**config.mk**
```make
export PLATFORM = sky130hd
export DESIGN_NAME = sar_scan
export DESIGN_NICKNAME = d
export VERILOG_FILES = /design/src/sv/sar_pkg.sv /design/src/sv/sar_scan.sv
export SDC_FILE = /design/constraint.sdc
export NUM_CORES = 1
export LEC_CHECK = 0
export BUFFER_PORTS_ARGS = -buffer_cell sky130_fd_sc_hd__buf_4
export CAP_MARGIN = 20
export CORE_ASPECT_RATIO = 0.6
export CORE_MARGIN = 10
export CORE_UTILIZATION = 40
export CTS_CLUSTER_DIAMETER = 40
export DETAILED_ROUTE_END_ITERATION = 12
export PLACE_DENSITY_LB_ADDON = 0.15
export SYNTH_ARGS = -nofsm -noshare
export SYNTH_HDL_FRONTEND = slang
export SYNTH_SLANG_ARGS = --single-unit
export TNS_END_PERCENT = 1
```
**constraint.sdc**
```tcl
create_clock -name clk -period 6.2 [get_ports clk]
set_input_delay 1.55 -clock clk [delete_from_list [all_inputs] [get_ports clk]]
set_output_delay 1.55 -clock clk [all_outputs]
set_load 0.02 [all_outputs]
```
**src/sv/sar_pkg.sv**
```systemverilog
package sar_pkg;

  localparam int ADDR_W     = 32;
  localparam int CNT_W      = 32;
  localparam int CLASS_W    = 5;
  localparam int REG_W      = 2;
  localparam int SLAB_SLOTS = 64;

  localparam logic [REG_W-1:0] REG_MIN_CLASS  = 2'd0;
  localparam logic [REG_W-1:0] REG_SLAB_LIMIT = 2'd1;
  localparam logic [REG_W-1:0] REG_REGION     = 2'd2;

  localparam logic OP_ACQUIRE = 1'b0;
  localparam logic OP_RELEASE = 1'b1;

  localparam logic [1:0] ST_OK    = 2'd0;
  localparam logic [1:0] ST_FULL  = 2'd1;
  localparam logic [1:0] ST_OVER  = 2'd2;
  localparam logic [1:0] ST_SPACE = 2'd3;

  typedef enum logic [2:0] {
    S_CLEAR,
    S_IDLE,
    S_CLASS,
    S_SCAN,
    S_DECIDE,
    S_REL_RD,
    S_REL_WR,
    S_FINISH
  } state_t;

  typedef struct packed {
    logic [CLASS_W-1:0] cls;
    logic [ADDR_W-1:0]  base;
    logic [CNT_W-1:0]   acq;
  } slab_ent_t;

  typedef struct packed {
    logic               found;
    logic               err;
    logic [CLASS_W-1:0] cls;
    logic [ADDR_W-1:0]  base;
    logic [CNT_W-1:0]   acq;
  } best_t;

  function automatic logic [CLASS_W:0] ceil_log2(input logic [31:0] x);
    logic [31:0]        xm;
    logic [CLASS_W:0]   r;
    xm = x - 32'd1;
    r  = '0;
    for (int i = 0; i < 32; i++) begin
      if (xm[i]) begin
        r = 6'(i + 1);
      end
    end
    if (x <= 32'd1) begin
      r = '0;
    end
    return r;
  endfunction

endpackage

```
**src/sv/sar_scan.sv**
```systemverilog
module sar_scan #(
  parameter int IW = 6
) (
  input  logic                           clk,
  input  logic                           start,
  input  logic                           ent_valid,
  input  sar_pkg::slab_ent_t             ent,
  input  logic [sar_pkg::CNT_W-1:0]      ent_rel,
  input  logic [IW-1:0]                  ent_idx,
  input  logic [sar_pkg::CLASS_W:0]      cls,
  output sar_pkg::best_t                 best,
  output logic [IW-1:0]                  best_idx
);
  import sar_pkg::*;

  logic take;

  // An entry competes when it is of the wanted class or above and not busy;
  // the lowest class wins, and the earliest slab within a class.
  always_comb begin
    take = ent_valid && ({1'b0, ent.cls} >= cls) && (ent.acq <= ent_rel) &&
           (!best.found || (ent.cls < best.cls));
  end

  always_ff @(posedge clk) begin
    if (start) begin
      best.found <= 1'b0;
    end else if (take) begin
      best.found <= 1'b1;
      best.err   <= (ent.acq != ent_rel);
      best.cls   <= ent.cls;
      best.base  <= ent.base;
      best.acq   <= ent.acq;
      best_idx   <= ent_idx;
    end
  end

endmodule
```
==> Yosys cells after proc, flatten, opt, wreduce, memory -nomap -nowiden <==
Cells that the tools add are included.
{ "totals": {"regBits": 77, "output_inout_bits": 77} }
{ "op_classes": {"magnitude_cmp": 3, "eq_ne": 1, "bitwise_logic": 1, "n_reduce_logical": 6} }
{ "op_table": {"columns": ["operator", "count"], "rows": [
  ["less-or-equal comparator 32 bit", 1],
  ["inequality test 32 bit", 1],
  [">= comparator 5 x 6 -> 1 bit", 1],
  ["< comparator 5 bit", 1],
  ["logical AND 1 bit", 3],
  ["AND reduction 2 bit", 1],
  ["logical NOT 1 bit", 1],
  ["logical OR 1 bit", 1],
  ["inverter 1 bit", 1]
]} }

==> Depth between registers and ports, before layout <==
{ "logic_depth": {"ltp_word": 5, "depth_mapped": 8, "depth_no_buf": 8} }

==> Worst setup path after synthesis <==
No wires, ideal clock.
{ "synth_timing": {"path_type": "input -> register", "from": "input port ent_rel[17] (netlist bit)", "to": "register best[0] (netlist bit) (enable)", "setup_time_ns": 0.496, "arrival_ns": 5.947, "path_slack_ns": -0.244, "path_stages": 8, "n_path_buf": 0, "cell_sequence": "inv_1 -> ha_1 -> a21o_1 -> a221o_1 -> a22o_1 -> a2111oi_4 -> a21boi_2 -> nor3_2"} }
{ "synth_via": {"elab_chain_len": 4} }
{ "synth_lines": {"columns": ["item", "line_no", "rtl"], "rows": [
  ["start, declared", "sar_scan.sv:8", "input logic [sar_pkg::CNT_W-1:0] ent_rel,"],
  ["less-or-equal comparator 32 bit", "sar_scan.sv:21", "take = ent_valid && ({1'b0, ent.cls} >= cls) && (ent.acq <= ent_rel) &&"],
  ["logical AND 1 bit (2 in series)", "sar_scan.sv:21", null],
  ["AND reduction 2 bit (no line)", null, null],
  ["end, declared", "sar_scan.sv:11", "output sar_pkg::best_t best,"]
]} }
Every way passes these cells.
A chain may end at the register's enable or synchronous reset.

==> Worst setup path after layout <==
{ "layout_timing": {"from": "input port ent[31] (netlist bit)", "to": "register best[39] (netlist bit) (enable)"} }
{ "layout_via": {"elab_chain_len": 4} }
{ "layout_lines": {"columns": ["item", "line_no", "rtl"], "rows": [
  ["start, declared", "sar_scan.sv:7", "input sar_pkg::slab_ent_t ent,"],
  ["less-or-equal comparator 32 bit", "sar_scan.sv:21", null],
  ["logical AND 1 bit (2 in series)", "sar_scan.sv:21", null],
  ["AND reduction 2 bit (no line)", null, null]
]} }
Every way passes these cells.

==> metrics.csv <==
metric;value;unit
drtAntennaViolNets;0;
setup-violations-final;0;
fin_area;5280;µm²
dieArea;12600;µm²
reg2reg_setup_slack;3.99;ns
worst_hold_slack;0.494;ns
hp-class;reg -> reg;
drtIter0Drc;64;
fin_crit;3.84;ns
min_from;best[70]$_SDFFE_PP0P_;
antenna_cells;0;
final_nets;586;
tightest_slew;0.421;ns
crit_type;in -> reg;
cts_buffers;9;
rsz0062_at_grt;false;
chipWidth;139;µm
cts_hold_buf;0;
p_leak;2.45;nW
synth_ff_type;edfxtp_1;
globalplace.congestion;0.764;
p_total;1.25;mW
crit_path_end_kind;flip-flop;
clock_skew;0.00581;ns
fp.dieH;91.2;µm
yosysWarnings;0;
grt_use_total;0.153;
core_area;8040;µm²
ys_top_cells_by_area;edfxtp_1, ha_1, inv_1, a21oi_1, nand3_1;
syn2layout_area_growth;56.4;%
yosysTopAreaCellShare;0.676;
post_cts_resize_count;0;
cts_tree;yes;
antenna_found_initial;0;
r2r_end;best[39]$_DFFE_PP_;
cp.arrival;3.83;ns
synth_edf_count;76;
yosys-top-cells-count;edfxtp_1, inv_1, ha_1;
grt_pass1_vias;2702;
routed-via-count;2479;
grt_overflow_total;0;
power_frac_comb;0.117;
n_fill_cell;619;
placed_area;4980;µm²
internal_power;0.979;mW
synthesis.nets;380;
swShare;0.218;
max_cap_violations;0;
required;6.19;ns
whs_endpoint;best[70]$_SDFFE_PP0P_;
yosysMostFrequentCell;edfxtp_1;
slew_violations;0;
ys_seq_area_frac;0.682;
p_switching;0.272;mW
holdPathStages;2;
cts.sinks;77;
hpwl;8.44;mm
finalHoldViolCount;0;
rr_startpoint;best[65]$_DFFE_PP_;
synth_top_area_cell;edfxtp_1;
fmaxAchievable;260;MHz
rows;25;
setup_tns;0;ns
ios;193;
status;finished clean;
finalCritPeriodShare;0.619;
crit_fanout;27;
clock_power_share;0.416;
slew_headroom;0.717;
clk_latency;0.33;ns
syn_avg_cell_area;15.1;µm²
clk_pin_slew;0.06;ns
drc;0;
cp-start-kind;primary input;
clk_path_buf_depth;2;
cts_setup_buffers;0;
ys_ff_latch;77;
async_flop_share;0;
syn-instance-count;223;
yosys.cell_types.count;29;
dp_worst_setup_slack;2.01;ns
dr.pass1.iters;4;
start_util;0.420;
vdd_drop_max;0.130;mV
clockRootBuffer;clkbuf_16;
wirelength;9.98;mm
grt_pass1_wl;15.2;mm
htree_levels;3;
worstRegToRegCells;8;
drive_gt1_frac;0.498;
layout_setup_ws;2.36;ns
wl_per_cell;18.4;µm
pwr-share-seq;0.467;
avgViaCountPerCell;4.57;
syn-cell-area;3380;µm²
p_per_area;237;nW/µm²
port_buffers;192;
grt_max_degree;30;
==> layer usage <==
layer,vias up,global-route usage,part of all wire
li1,1231,-,-
met5,-,0,0
met3,7,0.0770,0.11
met2,120,0.245,0.46
met1,1121,0.181,0.43
met4,0,0.0367,0.0071
==> state kept, by name (all words and copies together), names as in the netlist <==
| name | count |
|---|---|
| best | 71 |
| best_idx | 6 |
==> placed cells by master (no fill, tap or decap), drive strengths merged <==
cell and n:
a2111oi 1, a21boi 3, a21o 4, a21oi 14, a221o 2, a22o 1, and2 1, and4 2
buf 195, bufinv 1, clkbuf 10, clkinv 2, clkinvlp 2, dfxtp 1, edfxtp 76, ha 41
inv 43, nand2 7, nand2b 1, nand3 6, nand4 4, nor2 4, nor2b 1, nor3 1
nor4 2, o211ai 1, o21a 1, o21ai 5, o22ai 1, o31ai 1
==> worst max-delay path, stage by stage <==
cell      delay, ns
buf_4          0.11
ha_1           0.34
nand4_1        0.15
nor4_1         0.45
and4_2         0.32
nand3_1        0.09
a21boi_2       0.20
nor3_4         0.20
buf_4          0.39
==> per-stage QoR <==
stage           util  instances
3_5_place_dp   0.620        526
2_1_floorplan      -        223
3_3_place_gp   0.620        526
6_report       0.657        542
4_1_cts        0.657        542
5_1_grt        0.657        542
==> cell type report <==
| class | instances | area [µm²] | share of cell area |
|---|---|---|---|
| clock buffer | 10 | 229 | 0.0434 |
| sequential | 77 | 2300 | 0.436 |
| inverter | 42 | 158 | 0.0299 |
| tap | 108 | 135 | 0.0256 |
| clock inverter | 6 | 71.3 | 0.0135 |
| multi-input combinational | 104 | 922 | 0.175 |
| timing repair buffer | 195 | 1460 | 0.277 |
==> cells by family after synthesis <==
kind of cell / after synthesis / synth area share
flip-flops: 77 / 0.682
adder cells (fa/ha/maj): 41 / 0.152
AND/OR/NAND/NOR: 29 / 0.0493
buffers and inverters: 42 / 0.0467
AO/OA/AOI/OAI: 34 / 0.0701
==> how the worst max path moves through the flow <==
stage                                        to  depth (start not counted)   startpoint  slack, ns
after floorplan               best[0]$_DFFE_PP_                          8  ent_rel[17]       0.90
after global placement    best_idx[2]$_DFFE_PP_                          9      ent[31]       2.08
after detailed placement      best[6]$_DFFE_PP_                          9      ent[31]       2.01
after CTS                     best[0]$_DFFE_PP_                          9      ent[31]       2.35
after global routing         best[40]$_DFFE_PP_                          9      ent[31]       2.16
final                        best[39]$_DFFE_PP_                          9      ent[31]       2.36
==> power groups by stage <==
stage / clock, mW / combinational [mW] / sequential [mW]
after CTS: 0.535 / 0.149 / 0.585
after global routing: 0.557 / 0.163 / 0.585
final: 0.520 / 0.146 / 0.585
after global placement: 0 / 0.144 / 0.596
after floorplan: 0 / 0.0500 / 0.607
after detailed placement: 0 / 0.148 / 0.596
Note: power is estimated with default switching activity, not from simulation.
